## src/hw/rtl/plce_pkg.sv

```systemverilog
// plasma led color engine: shared constants, types and the quarter-wave sine table
`default_nettype none
package plce_pkg;

    localparam int KEY_COUNT        = 256;
    localparam int OSCILLATORS      = 18;
    localparam int SINE_TABLE_DEPTH = 256;

    localparam int KEY_AW     = (KEY_COUNT > 1) ? $clog2(KEY_COUNT) : 1;
    localparam int SINE_AW    = $clog2(SINE_TABLE_DEPTH + 1);
    localparam int OSC_AW     = 5;
    localparam int QUEUE_DEPTH = 2;
    localparam int QAW        = 1;
    localparam int CFG_IW     = 1;
    localparam int CFG_DW     = 22;

    localparam int ONE_Q16          = 65536;
    localparam int SEVEN_TENTHS_Q16 = 45875;
    localparam int SLEW_Q16         = 262;
    localparam logic [63:0] HALF_PI_Q30 = 64'd1686629713;

    localparam logic [CFG_DW-1:0] SHARPNESS_RESET = 22'd65536;
    localparam logic [CFG_DW-1:0] SPEED_RESET     = 22'd655360;

    localparam logic [1:0] MODE_TICK   = 2'd0;
    localparam logic [1:0] MODE_RENDER = 2'd1;
    localparam logic [1:0] MODE_LOAD   = 2'd2;

    localparam logic [CFG_IW-1:0] CFG_SHARPNESS = 1'd0;
    localparam logic [CFG_IW-1:0] CFG_SPEED     = 1'd1;

    typedef enum logic [1:0] {
        K_TICK,
        K_RENDER,
        K_LOAD
    } t_kind;

    typedef struct packed {
        t_kind              kind;
        logic [7:0]         key;
        logic signed [31:0] pos_x;
        logic signed [31:0] pos_y;
        logic [OSC_AW-1:0]  osc;
        logic [15:0]        phase;
        logic [15:0]        rate;
    } t_op;

    typedef enum logic [3:0] {
        B_IDLE,
        B_TK_RATE,
        B_TK_PHASE,
        B_TK_SINE,
        B_TK_COEF,
        B_SQ_XX,
        B_SQ_YY,
        B_SQ_XY,
        B_SQ_DONE,
        B_TM_MUL,
        B_TM_ACC,
        B_SC_MUL,
        B_SC_ACC,
        B_WRITE
    } t_bstate;

    typedef logic [16:0] t_sine_tab [0:SINE_TABLE_DEPTH];

    // taylor series of sin on a first-quadrant angle, evaluated at elaboration
    function automatic t_sine_tab sine_build();
        t_sine_tab   tab;
        logic [63:0] x;
        logic [63:0] term;
        logic [63:0] pos;
        logic [63:0] neg;
        logic [63:0] s;
        for (int i = 0; i <= SINE_TABLE_DEPTH; i++) begin
            x    = (64'(i) * HALF_PI_Q30) / SINE_TABLE_DEPTH;
            term = x;
            pos  = x;
            neg  = 64'd0;
            for (int k = 1; k <= 6; k++) begin
                term = (((term * x) >> 30) * x) >> 30;
                case (k)
                    1:       term = term / 6;
                    2:       term = term / 20;
                    3:       term = term / 42;
                    4:       term = term / 72;
                    5:       term = term / 110;
                    default: term = term / 156;
                endcase
                if (k[0]) begin
                    neg = neg + term;
                end else begin
                    pos = pos + term;
                end
            end
            s = (pos > neg) ? pos - neg : 64'd0;
            s = (s + 64'd8192) >> 14;
            tab[i] = (s > 64'd65536) ? 17'd65536 : 17'(s);
        end
        return tab;
    endfunction

    localparam t_sine_tab SINE_TAB = sine_build();

endpackage
`default_nettype wire

```

## src/hw/rtl/plce_queue.sv

```systemverilog
// short queue between front end and back end
`default_nettype none
module plce_queue (
    input  logic             i_clk,
    input  logic             i_rst_n,
    input  logic             i_push,
    input  plce_pkg::t_op    i_item,
    input  logic             i_pop,
    output plce_pkg::t_op    o_item,
    output logic             o_full,
    output logic             o_empty
);
    plce_pkg::t_op            r_mem [plce_pkg::QUEUE_DEPTH];
    logic [plce_pkg::QAW-1:0] r_wp;
    logic [plce_pkg::QAW-1:0] r_rp;
    logic [plce_pkg::QAW:0]   r_cnt;

    assign o_full  = (r_cnt == (plce_pkg::QAW + 1)'(plce_pkg::QUEUE_DEPTH));
    assign o_empty = (r_cnt == '0);
    assign o_item  = r_mem[r_rp];

    always_ff @(posedge i_clk) begin
        if (!i_rst_n) begin
            r_wp  <= '0;
            r_rp  <= '0;
            r_cnt <= '0;
        end else begin
            if (i_push) begin
                r_wp <= (r_wp == plce_pkg::QAW'(plce_pkg::QUEUE_DEPTH - 1)) ? '0 : r_wp + 1'b1;
            end
            if (i_pop) begin
                r_rp <= (r_rp == plce_pkg::QAW'(plce_pkg::QUEUE_DEPTH - 1)) ? '0 : r_rp + 1'b1;
            end
            if (i_push && !i_pop) begin
                r_cnt <= r_cnt + 1'b1;
            end else if (i_pop && !i_push) begin
                r_cnt <= r_cnt - 1'b1;
            end
        end
    end

    always_ff @(posedge i_clk) begin
        if (i_push) begin
            r_mem[r_wp] <= i_item;
        end
    end

endmodule
`default_nettype wire

```

## config.mk

```make
export PLATFORM = sky130hd
export DESIGN_NAME = plce_queue
export DESIGN_NICKNAME = d
export VERILOG_FILES = /design/src/hw/rtl/plce_pkg.sv /design/src/hw/rtl/plce_queue.sv
export SDC_FILE = /design/constraint.sdc
export NUM_CORES = 1
export LEC_CHECK = 0
export BUFFER_PORTS_ARGS = -buffer_cell sky130_fd_sc_hd__buf_2
export CORE_MARGIN = 4
export CORE_UTILIZATION = 49
export CTS_BUF_LIST = sky130_fd_sc_hd__clkbuf_8
export DETAILED_ROUTE_END_ITERATION = 6
export GPL_TIMING_DRIVEN = 0
export PLACE_DENSITY = 0.76
export SLEW_MARGIN = 20
export SYNTH_ARGS = -nofsm -noshare
export SYNTH_HDL_FRONTEND = slang
export SYNTH_SLANG_ARGS = --single-unit
```

## constraint.sdc

```tcl
create_clock -name i_clk -period 7.8 [get_ports i_clk]
set_clock_uncertainty 0.15 [all_clocks]
set_input_delay 0.39 -clock i_clk [delete_from_list [all_inputs] [get_ports i_clk]]
set_output_delay 0.39 -clock i_clk [all_outputs]
set_load 0.02 [all_outputs]
```

# Word level (Yosys, flattened, before mapping)
# Memories as Yosys holds them, arrays and structs flattened. A register that Yosys moved wholly into a read port is not among the register bits.
# Cells that the tools add are included.
[classes]
n_addsub = 4
n_mul = 0
div = 0
n_lt_le_gt_ge = 0
n_eq_ne = 1
shift = 0
muxes = 8
bitwise_logic = 0
reduce_logical = 6
[ops]
columns = ["op", "n"]
rows = [
  ["$mux W1", 6],
  ["$mux W2", 2],
  ["$add A1 B1 Y1 const B", 2],
  ["$add A2 B1 Y2 const B", 1],
  ["$eq A2 B2 Y1 const B", 1],
  ["$logic_and A1 B1 Y1", 2],
  ["$logic_not A1 Y1", 2],
  ["$logic_not A2 Y1", 1],
  ["$reduce_bool A2 Y1", 1],
  ["$sub A2 B1 Y2 const B", 1],
]
[word_totals]
ff_bits = 4
latch_bits = 0
ram_bits = 222
mem_bits_ro = 0
inputBits = 115
wordCells = 23
mem_count = 1
[mem_list]
columns = ["memory", "words", "word_bits", "read_ports", "rd_clocked_by_memory_dff", "write_ports", "line", "text"]
rows = [
  ["r_mem", 2, 111, 1, 1, 1, "plce_queue.sv:13", "plce_pkg::t_op r_mem [plce_pkg::QUEUE_DEPTH];"],
]

# Logic depth before layout (Yosys ltp)
# Gate-level depths: netlist of the first run.
[depth]
ltp_word = 4
ltp_mapped = 5
ltp_nobuf = 5

# Worst setup path before layout of the first run
# No wires, ideal clock.
[synth_path]
path_kind = "input port to flip-flop"
start = "input port i_push"
end = "memory r_mem[0][0] (netlist name), enable pin"
setup_ps = 596
arrival_ps = 5243
required_time_ps = 7054
setup_slack_ps = 1811
stages = 1
path_cell_list = "nor2b_1"
[synth_between]
elab_chain_cells = 2
[synth_lines]
columns = ["element", "line", "text"]
rows = [
  ["start: declaration", "plce_queue.sv:6", "input logic i_push,"],
  ["$mux W1", "plce_queue.sv:43", "if (i_push) begin"],
  ["$mux W1 (implied by the code)", "plce_queue.sv:44", "r_mem[r_wp] <= i_item;"],
  ["end: declaration", "plce_queue.sv:13", ""],
]
# Every way passes these cells.

==> metrics, run 1 <==
run status complete, no violations; ratio of cells with drive above 1 in the final layout 51.9%; CP top delay family buffers and inverters; power density normalized to cell area 237 nW/µm²; placed instance count 820; total of fill cells in the finished design 1038; max-slew violations 0; Port Buf Inserts 227; initial core utilization 50.0%; Tightest Hold Check Type input port to flip-flop; timing-limited maximum frequency 431 MHz; synthesis warning total 0; final critical path time including I/O delays and setup 2.32 ns; required time at the endpoint of the critical path 7.26 ns; Clock Root Buffer clkbuf_8; peak per-stage delay on the critical path 0.36 ns; placed cell areas 9820 µm²; Synth cell types 17; slowest cell on the critical path dfxtp_1; total negative slack for setup checks 0 ns; sum of routed wire length over all layers 18100 µm; Final Non-Filler Cells 992; Hold Fails Final Rpt 0; Max-Cap Viols 0; pin count of the biggest net entering global routing 57; flop2flop setup slack 5.82 ns; count of pins on the block boundary 228; post-route antenna net violation count 0; reported leakage power 4.48 nW; antenna fix cells 0; number of clock buffers inserted by TritonCTS 36; global route overflow 0; final-stage net count 866; TritonCTS clock tree built; cell repeated most along the worst path buf_6; average via count per standard cell 4.78; critical path, cell by cell buf_6 > buf_6 > mux2_2 > buf_2; Routability Congestion 0.672; worst r2r dst r_mem[0][22]; reg2reg path depth 3; Clock Tree Buf Depth 3; crit end category output port; register area share after synthesis 81.9%; startpoint of the worst-slack reg-to-reg timing path r_wp; synthesized area divided by synthesized cell count 22.5 µm²; critical-path maximum fanout 10; detailed-router iteration count before antenna repair 4; cell count after synthesis 367; horizontal die dimension 138 µm; Synth Register Bits 227; summed instance area of the synthesized netlist 8260 µm²; Post-route DRC 0; Worst Setup Path Type flip-flop to output port; initial antenna violation count 0; CP arrival 1.78 ns; final worst-path cycle share 29.8%; detailed-route wire length per cell 18.2 µm; capturing instance or port of the critical path o_item[85]; die boundary height 138 µm; Clk pin slew, worst setup/hold paths 0.06 ns; total buffers and inverters traversed by the critical path 3; RSZ-0062 raised after global routing false; Max-Slew Margin vs Limit 48.5%; Placement Rows 47; first-iteration detailed-routing DRC count 161; via count of the first global-routing pass 5282; number of sinks driven by the clock tree 227; post-layout instance area 11600 µm²; Total GRT Usage 18.6%; number of levels in the clock H-tree 2; Worst Max-Slew Pin Slew 0.771 ns; Net Count, Synth 483; Worst IR Drop VDD 0.231 mV; total stage count of the critical path 4; clock network latency to the later pin of the worst-skew pair 0.50 ns; synthesis-to-finish area growth 40.5%; Worst Setup Start Kind flip-flop; via count 4740; total die area 19000 µm²; first-pass GRT wire length 27000 µm; Setup violations, final 0; Std-Cell Core Area 16500 µm²; sum of net half-perimeters after detailed placement 10900 µm
[kinds of logic after synthesis]
family / share of synthesized area [%]
fa+ha+maj: 0.151
xor+xnor: 0.318
buf+inv: 1.53
mux: 15.1
compound gates: 0.242
flops: 81.9
simple gates: 0.682
[final cells by class]
class,instances,area [µm²],area share [%]
Buffer,12,123,1.06
Sequential cell,227,6770,58.3
Multi-Input combinational cell,127,1380,11.9
Tap cell,220,275,2.37
Clock inverter,22,138,1.19
Timing Repair Buffer,345,2400,20.7
Clock buffer,38,523,4.51
Inverter,1,3.75,0.0323
[cell usage after synthesis]
cell type  instances  area share, %
o21ai_0            1          0.061
or3_1              1          0.076
xor2_1             2           0.21
xnor2_1            1           0.11
buf_2              2           0.12
edfxtp_1         222             81
nor2b_1            2           0.15
inv_1              1          0.045
dfxtp_1            5            1.2
and2b_2            1           0.11
o21a_1             1          0.091
buf_6             10            1.4
ha_1               1           0.15
and2_1             4           0.30
nor2_1             1          0.045
mux2_2           111             15
a21boi_1           1          0.091
[placed cells by master (no fill, tap or decap), types with 2 or more instances in the layout]
master         instances
inv_1                 14
xor2_1                 2
edfxtp_1             222
clkinv_2               2
buf_12                 3
dfxtp_1                5
buf_16                 3
buf_6                 10
and2_1                 3
dlygate4sd3_1        112
buf_2                229
clkinv_1               5
bufinv_16              2
mux2_2               111
clkbuf_8              38
[sequential cells by signal (all words and copies together) (netlist names), named ones only]
| register | count |
|---|---|
| r_mem | 222 |
| r_wp | 1 |
| r_rp | 1 |
| r_cnt | 2 |
[worst reg2reg max path: stages, from the launching register on]
cell and delay [ns]:
dfxtp_1 0.35, nor2b_4 0.63, buf_12 0.29, buf_12 0.22
[through the flow]
step                      setup slack, ns  hold WS (ns)  utilization, %  power (mW)
after floorplan                      1.81         0.316               -        1.66
after global placement             -0.603         0.329            58.5        1.78
after detailed placement             5.66         0.355            59.4        1.79
after CTS                            5.44        0.0971            70.2        2.77
after global routing                 5.39         0.131            70.2        2.87
final                                5.48         0.119            70.2        2.75
[metal layers]
metal	track usage, %	share of wire (%)	vias up
met5	0	0	-
met4	5.76	1.8	0
met3	5.84	8.0	26
met2	34.2	53	183
met1	20.6	37	2304
li1	-	-	2227
[where the power goes]
part	switching, mW	total (mW)	internal, mW
sequential	0.0167	1.43	1.41
combinational	0.208	0.389	0.181
clock	0.423	0.936	0.513
[worst min path at each step]
stage / depth (start not counted) / endpoint / from / slack [ns]
4_1_cts: 3 / r_wp / i_push / 0.1
3_5_place_dp: 2 / r_cnt[1] / r_cnt[1] / 0.36
6_report: 3 / r_rp / i_pop / 0.12
2_1_floorplan: 2 / r_cnt[1] / r_cnt[1] / 0.32
3_3_place_gp: 2 / r_cnt[1] / r_cnt[1] / 0.33
5_1_grt: 3 / r_rp / i_pop / 0.13
[repair_timing]
action                    in CTS  in global routing
hold endpoints to repair     224                  0
hold buffers                 112                  0
gates resized for setup        0                  0
buffers inserted               0                  0
Note: power is estimated with default switching activity, not from simulation.
==> run 2: changes to the inputs <==
clock period = 2.39 ns   (was 7.8 ns; I/O delays follow)
==> run 2 against run 1 <==
Sequential cell count unchanged. Die area unchanged. Combinational power rose to 3.3 times the previous value. Global-route usage up 0.21 points. Worst setup slack worse by 5.2 ns. Critical endpoint is now o_item[72].
==> metrics, run 2 (synthesis gave the netlist of run 1 again) <==
detailed-route wire length per cell 18.2 µm; post-route antenna net violation count 0; flop2flop setup slack 0.34 ns; Routability Congestion 0.703; Port Buf Inserts 227; Hold Path End r_mem[1][26]; synthesis-to-finish area growth 41.0%; Post-route DRC 0; first-iteration detailed-routing DRC count 177; clock network latency to the later pin of the worst-skew pair 0.50 ns; Placement Rows 47; initial core utilization 50.0%; reported leakage power 4.50 nW; total of fill cells in the finished design 1021; PostCTS Resize Cnt 0; die boundary height 138 µm; Clock Tree Buf Depth 3; number of sinks driven by the clock tree 227; worst r2r dst r_wp; Worst Setup Start Kind flip-flop; max-slew violations 0; first-pass GRT wire length 27200 µm; start point of the worst min-delay path i_item[26]; Total GRT Usage 18.9%; ratio of cells with drive above 1 in the final layout 52.1%; timing-limited maximum frequency 485 MHz; Clock Root Buffer clkbuf_8; via count 4851; pin count of the biggest net entering global routing 54; Hold Fails Final Rpt 0; placed instance count 820; reg2reg path depth 4; registers with the most flip-flops r_mem: 222 flops, r_cnt: 2 flops; register with the highest flop count r_mem; power density normalized to cell area 766 nW/µm²; global route overflow 0; crit end category output port; Setup violations, final 0; startpoint of the worst-slack reg-to-reg timing path r_wp; Worst IR Drop VDD 0.530 mV; antenna fix cells 0; Max-Cap Viols 0; Final Non-Filler Cells 1003; total die area 19000 µm²; required time at the endpoint of the critical path 2.12 ns; sum of net half-perimeters after detailed placement 10900 µm; flip-flop count of the largest register, all copies and words added 222; top routing layer in use met4; horizontal die dimension 138 µm; via count of the first global-routing pass 5340; RSZ-0062 raised after global routing false; final worst-path cycle share 86.3%; Tightest Hold Check Type input port to flip-flop; average via count per standard cell 4.84; detailed-router iteration count before antenna repair 6; worst hold slack across all endpoints 0.191 ns; final critical path time including I/O delays and setup 2.06 ns; length of routed met2 wiring 10100 µm; most frequent standard cell in the layout excluding fill and tap cells buf_2; critical-path maximum fanout 10; count of pins on the block boundary 228; Std-Cell Core Area 16500 µm²; Worst Setup Path Type flip-flop to output port; Worst Max-Slew Pin Slew 0.716 ns; final-stage net count 870; routed wire length on met3 1160 µm; run status complete, no violations; Worst Hold Depth 2; sum of routed wire length over all layers 18300 µm; TritonCTS clock tree built; Max-Slew Margin vs Limit 52.2%; number of levels in the clock H-tree 2; CP arrival 1.79 ns; initial antenna violation count 0; Clk pin slew, worst setup/hold paths 0.07 ns; leading cell types in the layout, fill and taps excluded buf_2 (229), edfxtp_1 (222), dlygate4sd3_1 (115); met1 routed wirelength after detailed routing 6670 µm; number of clock buffers inserted by TritonCTS 37
## run 2: metrics by stage
stage / setup slack, ns / cell area [µm²] / TNS [ns] / total power [mW] / utilization, %
floorplan: -0.156 / 8270 / -17.40 / 5.41 / -
global placement: -0.936 / 9680 / -166.02 / 5.79 / 58.6
detailed placement: 0.550 / 9830 / 0 / 5.85 / 59.5
CTS: 0.287 / 11600 / 0 / 8.96 / 70.5
global route: 0.202 / 11600 / 0 / 9.31 / 70.5
finish: 0.328 / 11600 / 0 / 8.91 / 70.5
## run 2: layout make-up
class,instances,area (µm²),share of cell area (%)
flip-flops and latches,227,6770,58.1
repair buffers,348,2440,20.9
multi-input cells,127,1380,11.8
clock buffers,39,537,4.61
well taps,220,275,2.36
clock inverters,29,125,1.07
plain buffers,12,123,1.05
inverters,1,3.75,0.0322
## run 2: worst max-delay path, stage by stage, from the launching register on
cell and delay (ns):
dfxtp_1 0.36, buf_6 0.21, buf_6 0.19, mux2_2 0.36, buf_2 0.16
## run 2: per-layer routing
layer,track usage (%),vias up
li1,-,2241
met1,20.2,2394
met2,35.4,184
met3,5.37,32
met4,6.37,0
met5,0,-
## run 2: how the worst max path moves through the flow
stage	start	to	slack [ns]	cells past startpoint
2_1_floorplan	r_wp	r_mem[0][0]	-0.16	1
3_3_place_gp	r_wp	r_mem[0][30]	-0.94	1
3_5_place_dp	r_wp	r_mem[0][30]	0.55	3
4_1_cts	flip-flop	o_item[47]	0.29	4
5_1_grt	r_wp	r_wp	0.20	4
6_report	flip-flop	o_item[72]	0.33	4
## run 2: where the power goes
| group | internal, mW | switching, mW |
|---|---|---|
| combinational | 0.595 | 0.677 |
| clock | 1.52 | 1.46 |
| sequential | 4.60 | 0.0548 |
| total | 6.72 | 2.20 |
## run 2: timing repair
item                      in CTS  in global routing
hold endpoints to repair     243                  0
buffers inserted               0                  0
hold buffers                 115                  0
==> run 3: changes to the inputs <==
clock period = 2.1 ns   (was 2.39 ns; I/O delays follow)
==> run 3 against run 2 <==
Sequential cell count did not move. Hold slack lost 0.016 ns. Sequential share of layout area down 0.082 points. Power is 14% higher. Sequential power grew 14%. Global-route usage is the same. Design area increased by 0.16%.
==> metrics, run 3 (synthesis gave the netlist of run 1 again) <==
Routability Congestion 0.703; leading cell types in the layout, fill and taps excluded buf_2 (229), edfxtp_1 (222), dlygate4sd3_1 (115); post-layout instance area 11700 µm²; via count 4860; count of pins on the block boundary 228; sum of net half-perimeters after detailed placement 10900 µm; length of routed met2 wiring 10100 µm; Total GRT Usage 18.9%; pin count of the biggest net entering global routing 54; Worst Setup Start Kind flip-flop; post-route antenna net violation count 0; Worst IR Drop VDD 0.604 mV; synthesis-to-finish area growth 41.2%; clock network latency to the later pin of the worst-skew pair 0.50 ns; number of sinks driven by the clock tree 227; timing-limited maximum frequency 504 MHz; sum of routed wire length over all layers 18400 µm; total die area 19000 µm²; routed wire length on met3 1200 µm; power density normalized to cell area 870 nW/µm²; most frequent standard cell in the layout excluding fill and tap cells buf_2; max-slew violations 0; average via count per standard cell 4.84; Placement Rows 47; sequential standard cell area 6770 µm²; TritonCTS clock tree built; number of clock buffers inserted by TritonCTS 37; detailed-router iteration count before antenna repair 6; detailed-route wire length per cell 18.3 µm; Setup violations, final 0; Std-Cell Core Area 16500 µm²; via count of the first global-routing pass 5340; final worst-path cycle share 94.4%; Worst Setup Path Type flip-flop to output port; multi-input gate area in the final layout 1380 µm²; placed cell areas 9830 µm²; met1 routed wirelength after detailed routing 6650 µm; number of levels in the clock H-tree 2; Post-route DRC 0; final critical path time including I/O delays and setup 1.98 ns; top routing layer in use met4; initial antenna violation count 0; initial core utilization 50.0%; Clock Root Buffer clkbuf_8; Tightest Hold Check Type input port to flip-flop; Max-Slew Margin vs Limit 59.0%; total of fill cells in the finished design 1015; run status complete, no violations; Clock Tree Buf Depth 3; first-pass GRT wire length 27200 µm; global route overflow 0; Worst Max-Slew Pin Slew 0.612 ns; flip-flop count of the largest register, all copies and words added 222; final-stage net count 871; register with the highest flop count r_mem; Port Buf Inserts 227; antenna fix cells 0; critical-path maximum fanout 10; registers with the most flip-flops r_mem: 222 flops, r_cnt: 2 flops; Hold Fails Final Rpt 0; ratio of cells with drive above 1 in the final layout 52.3%; CP arrival 1.73 ns; RSZ-0062 raised after global routing false; crit end category output port; die boundary height 138 µm; horizontal die dimension 138 µm; reported leakage power 4.51 nW; Final Power 10.1 mW; Clk pin slew, worst setup/hold paths 0.06 ns; required time at the endpoint of the critical path 1.85 ns; Max-Cap Viols 0; first-iteration detailed-routing DRC count 203
==> run 3: cell count changes in the layout (fill, tap and decap cells not counted), sizes merged <==
cell   change
nor2b      +1
==> run 3: final cells by class <==
cell class / count / area share (%)
inverter: 1 / 0.0322
clock inverter: 29 / 1.07
clock buffer: 39 / 4.60
timing repair buffer: 348 / 20.9
multi-input combinational: 128 / 11.9
sequential: 227 / 58.0
tap: 220 / 2.36
buffer: 12 / 1.13
==> run 3: final timing paths <==
check / cells after the start / slack (ns) / endpoint / start
worst max-delay path: 4 / 0.12 / o_item[72] / flip-flop
worst min-delay path: 2 / 0.18 / r_mem[0][27] / i_item[27]
worst max register to register: 4 / 0.24 / r_wp / r_wp
worst min register to register: 2 / 0.41 / r_cnt[1] / r_cnt[1]
==> run 3: repair_timing <==
| action | CTS | global route |
|---|---|---|
| endpoints found under the setup margin | 0 | 65 |
| hold buffers | 115 | 0 |
| resized for setup | 0 | 3 |
| hold endpoints to repair | 256 | 0 |
| setup buffers | 0 | 0 |
==> run 3: layer usage <==
layer	vias up	track usage (%)
li1	2242	-
met1	2399	20.2
met2	186	35.4
met3	33	5.37
met4	0	6.37
met5	-	0
==> run 3: critical path, cell delays in order (launching register included) <==
cell	delay [ns]
dfxtp_2	0.36
buf_12	0.16
buf_6	0.17
mux2_2	0.36
buf_2	0.16
==> run 3: power by group <==
group | switching [mW] | internal, mW
Combinational | 0.772 | 0.682
Sequential | 0.0639 | 5.24
Clock | 1.66 | 1.73
Total | 2.50 | 7.65
==> run 3: stage by stage <==
step | utilization (%) | hold WS [ns] | worst slack (ns) | setup TNS (ns) | instances
finish | 70.6 | 0.176 | 0.117 | 0 | 1004
global route | 70.6 | 0.152 | 0.0288 | 0 | 1004
CTS | 70.5 | 0.135 | 0.0117 | 0 | 1003
detailed placement | 59.5 | 0.146 | 0.260 | 0 | 820
global placement | 58.6 | 0.142 | -1.23 | -230.69 | 814
floorplan | - | 0.0539 | -0.446 | -73.90 | 367
